$ cat config.mk
export PLATFORM = sky130hd
export DESIGN_NAME = subor_ctrl
export DESIGN_NICKNAME = d
export VERILOG_FILES = /design/src/subor_pkg.sv /design/src/subor_ctrl.sv
export SDC_FILE = /design/constraint.sdc
export NUM_CORES = 1
export LEC_CHECK = 0
export ABC_AREA = 1
export BUFFER_PORTS_ARGS = -buffer_cell sky130_fd_sc_hd__buf_4
export CAP_MARGIN = 20
export CORE_AREA = 2 2 39 41
export CTS_BUF_LIST = sky130_fd_sc_hd__clkbuf_16
export CTS_CLUSTER_SIZE = 24
export DETAILED_ROUTE_END_ITERATION = 8
export DIE_AREA = 0 0 41 43
export MAX_ROUTING_LAYER = met4
export SLEW_MARGIN = 20
export SYNTH_ARGS = -nofsm -noshare
export SYNTH_HDL_FRONTEND = slang
export SYNTH_SLANG_ARGS = --single-unit
$ cat constraint.sdc
create_clock -name clk -period 1.4 [get_ports clk]
set_input_delay 0.14 -clock clk [delete_from_list [all_inputs] [get_ports clk]]
set_output_delay 0.14 -clock clk [all_outputs]
set_load 0.005 [all_outputs]
$ cat src/subor_pkg.sv
// Package for the subarray OR coverage block: sizes, the datapath
// command and status structs, and the width mask helper.
// No dependencies; used by subor_ctrl, subor_dp and the top level.
package subor_pkg;

  // Largest value width; the element, the map address and the list entries use it
  localparam int MAX_BITS   = 12;
  // Chain of growing bit sets holds at most MAX_BITS+1 entries
  localparam int LIST_DEPTH = MAX_BITS + 1;
  localparam int IDX_W      = $clog2(LIST_DEPTH);
  localparam int NUM_W      = $clog2(LIST_DEPTH + 1);
  localparam int MAP_SIZE   = 1 << MAX_BITS;

  // Width register and output count field
  localparam int WIDTH_W     = 4;
  localparam int WIDTH_RESET = 12;
  localparam int COUNT_W     = 12;

  // Presence map entries hold the array epoch that marked them
  localparam int EPOCH_W = 4;

  // Controller to datapath commands
  typedef struct packed {
    logic load;        // transfer of a new element
    logic step;        // OR one old list entry into the new list
    logic commit;      // new list replaces the old one
    logic finish;      // load result, clear per-array state
    logic clear_step;  // zero one map entry
  } dp_cmd_t;

  // Datapath to controller status
  typedef struct packed {
    logic list_empty;
    logic walk_last;
    logic clear_last;
    logic epoch_wrap;
    logic item_last;
  } dp_stat_t;

  // Mask of the effective width: zero acts as one, above MAX_BITS clamps
  function automatic logic [MAX_BITS-1:0] width_mask(input logic [WIDTH_W-1:0] w);
    int eff;
    logic [MAX_BITS-1:0] m;
    eff = int'(w);
    if (eff < 1) eff = 1;
    if (eff > MAX_BITS) eff = MAX_BITS;
    for (int b = 0; b < MAX_BITS; b++) begin
      m[b] = (b < eff);
    end
    return m;
  endfunction

endpackage

$ cat src/subor_ctrl.sv
// Controller for the subarray OR coverage block: sequences the map clearing
// pass, the per-element list walk and the result transfer.
// Depends on subor_pkg.
module subor_ctrl (
  input  logic                clk,
  input  logic                rst,
  input  logic                in_valid,
  output logic                in_ready,
  output logic                out_valid,
  input  logic                out_ready,
  output subor_pkg::dp_cmd_t  cmd,
  input  subor_pkg::dp_stat_t stat
);

  typedef enum logic [2:0] {
    S_CLEAR,
    S_IDLE,
    S_WALK,
    S_DRAIN,
    S_END
  } state_t;

  state_t state;
  state_t state_next;
  logic   slot_free;

  assign slot_free = !out_valid || out_ready;
  assign in_ready  = (state == S_IDLE);

  // Next state and commands
  always_comb begin
    state_next = state;
    cmd        = '0;
    case (state)
      S_CLEAR: begin
        cmd.clear_step = 1'b1;
        if (stat.clear_last) state_next = S_IDLE;
      end
      S_IDLE: begin
        if (in_valid) begin
          cmd.load   = 1'b1;
          state_next = stat.list_empty ? S_DRAIN : S_WALK;
        end
      end
      S_WALK: begin
        cmd.step = 1'b1;
        if (stat.walk_last) state_next = S_DRAIN;
      end
      // last map mark completes here
      S_DRAIN: begin
        state_next = S_END;
      end
      S_END: begin
        if (!stat.item_last) begin
          cmd.commit = 1'b1;
          state_next = S_IDLE;
        end else if (slot_free) begin
          cmd.commit = 1'b1;
          cmd.finish = 1'b1;
          state_next = stat.epoch_wrap ? S_CLEAR : S_IDLE;
        end
      end
      default: begin
        state_next = S_IDLE;
      end
    endcase
  end

  // State and output valid
  always_ff @(posedge clk) begin
    if (rst) begin
      state     <= S_CLEAR;
      out_valid <= 1'b0;
    end else begin
      state <= state_next;
      if (cmd.finish) begin
        out_valid <= 1'b1;
      end else if (out_ready) begin
        out_valid <= 1'b0;
      end
    end
  end

  // A walk only starts on a nonempty list
  a_walk_nonempty: assert property (@(posedge clk) disable iff (rst)
    (state == S_WALK) |-> !stat.list_empty)
    else $error("list walk with empty list");

  // Result held until the receiver takes it
  a_out_hold: assert property (@(posedge clk) disable iff (rst)
    (out_valid && !out_ready) |=> out_valid)
    else $error("result dropped while stalled");

  // New result only into a free output slot
  a_finish_free: assert property (@(posedge clk) disable iff (rst)
    cmd.finish |-> slot_free)
    else $error("result loaded over a pending one");

endmodule

==> metrics.txt <==
# TYPE chip_impl_metric gauge
chip_impl_info{name="status",value="complete, no violations"} 1
chip_impl_metric{name="floorplan.initialDensity",unit=""} 0.2179
chip_impl_metric{name="worst_pin_slew",unit="ps"} 188.0
chip_impl_info{name="grt_setup_unrepaired",value="no"} 1
chip_impl_metric{name="multi_input_gate_area_in_the_final_layout",unit="sq um"} 176.4
chip_impl_metric{name="syn-instance-count",unit=""} 50
chip_impl_metric{name="p_int",unit="uW"} 621.1
chip_impl_metric{name="clock_latency",unit="ps"} 220
chip_impl_info{name="critical_path.startpoint_type",value="register"} 1
chip_impl_info{name="worst_path_max_delay_cell",value="dfxtp_2"} 1
chip_impl_metric{name="detailedPlacementHpwl",unit="microns"} 564.8
chip_impl_metric{name="layout.filler_cells",unit=""} 149
chip_impl_info{name="timing.hold.worst.class",value="input port to register"} 1
chip_impl_metric{name="first_global_vias",unit=""} 316
chip_impl_metric{name="clk_transition_reported_paths",unit="ps"} 30
chip_impl_info{name="worst-setup-path-type",value="register to primary output"} 1
chip_impl_metric{name="power.density",unit="mW/mm^2"} 1565
chip_impl_metric{name="power_switching_share",unit=""} 0.2605
chip_impl_info{name="cpMostUsedCell",value="nor2_2"} 1
chip_impl_metric{name="combined_area_of_all_synthesized_cells",unit="sq um"} 301.5
chip_impl_metric{name="finalWorstSetupSlack",unit="ps"} 76.30
chip_impl_metric{name="p_clk_frac",unit=""} 0.524
chip_impl_metric{name="total_negative_setup_slacks",unit="ps"} 0
chip_impl_metric{name="final_nets",unit=""} 82
chip_impl_info{name="yosys.area.top_type",value="dfxtp_1"} 1
chip_impl_metric{name="max_freq",unit="MHz"} 755.5
chip_impl_metric{name="final.period_utilization",unit=""} 0.9455
chip_impl_metric{name="ctsHtreeMaxLevel",unit=""} 1
chip_impl_metric{name="drtAntennaViolNets",unit=""} 0
chip_impl_metric{name="layout-area-overhead-vs-synth",unit="%"} 78.01
chip_impl_metric{name="place_inst",unit=""} 81
chip_impl_info{name="cts_tree",value="yes"} 1
chip_impl_metric{name="final-setup-viol-count",unit=""} 0
chip_impl_metric{name="sequential_cell_area",unit="sq um"} 81.33
chip_impl_metric{name="area_of_the_die",unit="sq mm"} 0.001763
chip_impl_metric{name="synth_sequential_area_ratio",unit=""} 0.2656
chip_impl_metric{name="pin_count",unit=""} 16
chip_impl_metric{name="route.detailed.vias_per_inst",unit=""} 4.034
chip_impl_metric{name="dp_worst_setup_slack",unit="ps"} 249.0
chip_impl_metric{name="placed_area",unit="sq um"} 434.2
chip_impl_metric{name="cp_data_arrival_time",unit="ps"} 1180
chip_impl_info{name="root_buffer",value="clkbuf_16"} 1
chip_impl_metric{name="diodes",unit=""} 0
chip_impl_metric{name="clk_path_buf_depth",unit=""} 2
chip_impl_metric{name="period_needed",unit="ps"} 1324
chip_impl_metric{name="core.rowCount",unit=""} 14
chip_impl_metric{name="p_sw",unit="uW"} 218.7
chip_impl_metric{name="yosys_warnings",unit=""} 0
chip_impl_metric{name="grt_antenna_before_repair",unit=""} 0
chip_impl_metric{name="vdd_drop_max",unit="mV"} 0.7441
chip_impl_metric{name="drt_pass1_iterations",unit=""} 4
chip_impl_metric{name="power_share_of_the_sequential_group",unit=""} 0.185
chip_impl_metric{name="comb_power_share",unit=""} 0.290
chip_impl_metric{name="finalWirelength",unit="microns"} 699
chip_impl_metric{name="routedWlPerCell",unit="microns"} 8.034
chip_impl_metric{name="layoutNonFillerInstCount",unit=""} 87
chip_impl_metric{name="worst_ep_required_time",unit="ps"} 1260
chip_impl_metric{name="globalRouteTotalUtil",unit=""} 0.1010
chip_impl_metric{name="io_buffers",unit=""} 15
chip_impl_metric{name="dieWidth",unit="microns"} 41
chip_impl_metric{name="grt_overflow",unit=""} 0
chip_impl_metric{name="total_leakage_power",unit="nW"} 0.2893
chip_impl_info{name="worstPathCellList",value="nor2_2, nand2_2, nor2_2, inv_1, a21oi_2, buf_4"} 1
chip_impl_metric{name="grt_max_degree",unit=""} 7
chip_impl_metric{name="critical_path.max_fanout",unit=""} 6
chip_impl_metric{name="die_h",unit="microns"} 43
chip_impl_metric{name="yosysTopAreaCellShare",unit=""} 0.2656
chip_impl_info{name="final_common_cell",value="buf_4"} 1
chip_impl_metric{name="drv_slew",unit=""} 0
chip_impl_metric{name="yosys_register_bits",unit=""} 4
chip_impl_info{name="mostFrequentLayoutCells",value="buf_4 (18), inv_1 (11), nand2_1 (9), nor2_2 (5)"} 1
chip_impl_metric{name="cts.sink_count",unit=""} 4
chip_impl_metric{name="gp_congestion",unit=""} 0.6994
chip_impl_metric{name="fin_area",unit="sq um"} 536.8
chip_impl_metric{name="post_synth_cell_types",unit=""} 14
chip_impl_metric{name="finalHoldViolCount",unit=""} 0
chip_impl_metric{name="syn-mean-instance-area",unit="sq um"} 6.031
chip_impl_metric{name="floorplan.core_area",unit="sq mm"} 0.001384
chip_impl_metric{name="routed-via-count",unit=""} 351
chip_impl_metric{name="worst_path_largest_cell_delay",unit="ps"} 340
chip_impl_metric{name="drv_cap",unit=""} 0
chip_impl_info{name="crit_path_end_kind",value="primary output"} 1
chip_impl_metric{name="tritoncts.num_buffers",unit=""} 3
chip_impl_metric{name="fin_skew",unit="ps"} 1.569
chip_impl_info{name="post_synth_main_area_contributors",value="dfxtp_1 (27%), inv_1 (14%), nand2_1 (11%)"} 1
chip_impl_metric{name="syn_nets",unit=""} 59
chip_impl_metric{name="number_of_drc_markers_after_the_initial_detailed_route_iteration",unit=""} 5
chip_impl_metric{name="wire_length_of_the_first_global_routing_pass",unit="microns"} 1166
chip_impl_metric{name="slew_headroom",unit=""} 0.8742
chip_impl_metric{name="drc",unit=""} 0
chip_impl_metric{name="proportion_of_layout_cells_with_a_drive_suffix_above_1",unit=""} 0.4789
## per-stage QoR
step,util,hold slack [ps],total power [mW]
after floorplan,-,209.1,0.2916
after global placement,0.3137,336.2,0.3797
after detailed placement,0.3137,336.9,0.3833
after CTS,0.3680,106.7,0.8310
after global routing,0.3879,118.9,0.8962
final,0.3879,107.0,0.8398
## flip-flops by register name, indices dropped and copies added (netlist names)
signal,count
state,3
out_valid,1
## cell type report
cell class	instances	area share
well taps	16	0.03730
multi-input cells	33	0.3287
clock buffers	3	0.1399
inverters	13	0.09091
repair buffers	18	0.2517
flip-flops and latches	4	0.1515
## synth_stat cells (all sizes together)
master  instances
nand3b          1
nor2           10
a31oi           1
inv            13
nor3            1
dfxtp           4
nand3           5
nand2          11
a21oi           4
## worst paths after layout
kind | cells past startpoint | slack (ps) | startpoint | end
setup / recovery | 6 | 80 | state[0] | cmd[1]
hold / removal | 2 | 110 | rst | state[1]
setup reg to reg | 9 | 190 | state[0] | state[0]
hold reg to reg | 2 | 520 | out_valid | out_valid
## cell families (layout without fill, tap and decap cells)
family,after synthesis,in the layout,share of synthesized area
AO/OA/AOI/OAI,5,5,0.08715
buffers and inverters,13,34,0.1618
flip-flops,4,4,0.2656
AND/OR/NAND/NOR,28,28,0.4854
## worst max-delay path, delay by kind of cell, from the launching register on
kind                   cells  cell delay (ps)
AOI/OAI and AO/OA          1               90
DFF                        1              340
buffers and inverters      2              180
and+or+nand+nor            3              340
## power by group through the flow
stage | logic (mW) | registers (mW) | clock network (mW)
after floorplan | 0.141 | 0.151 | 0
after detailed placement | 0.228 | 0.155 | 0
after global placement | 0.225 | 0.155 | 0
after global routing | 0.281 | 0.160 | 0.456
after CTS | 0.229 | 0.154 | 0.448
final | 0.244 | 0.156 | 0.440
## per-layer routing
| layer | wire length [microns] | track usage |
|---|---|---|
| met5 | 0 | - |
| met4 | 0 | 0.06000 |
| met3 | 31 | 0.03141 |
| met2 | 362 | 0.1438 |
| met1 | 305 | 0.1197 |
## repair_timing
item / 4_1_cts / 5_1_grt
endpoints found under the setup margin: 0 / 1
hold endpoints to repair: 0 / 0
resized for setup: 0 / 2
hold buffers: 0 / 0
setup buffers: 0 / 3
Note: power is estimated with default switching activity, not from simulation.
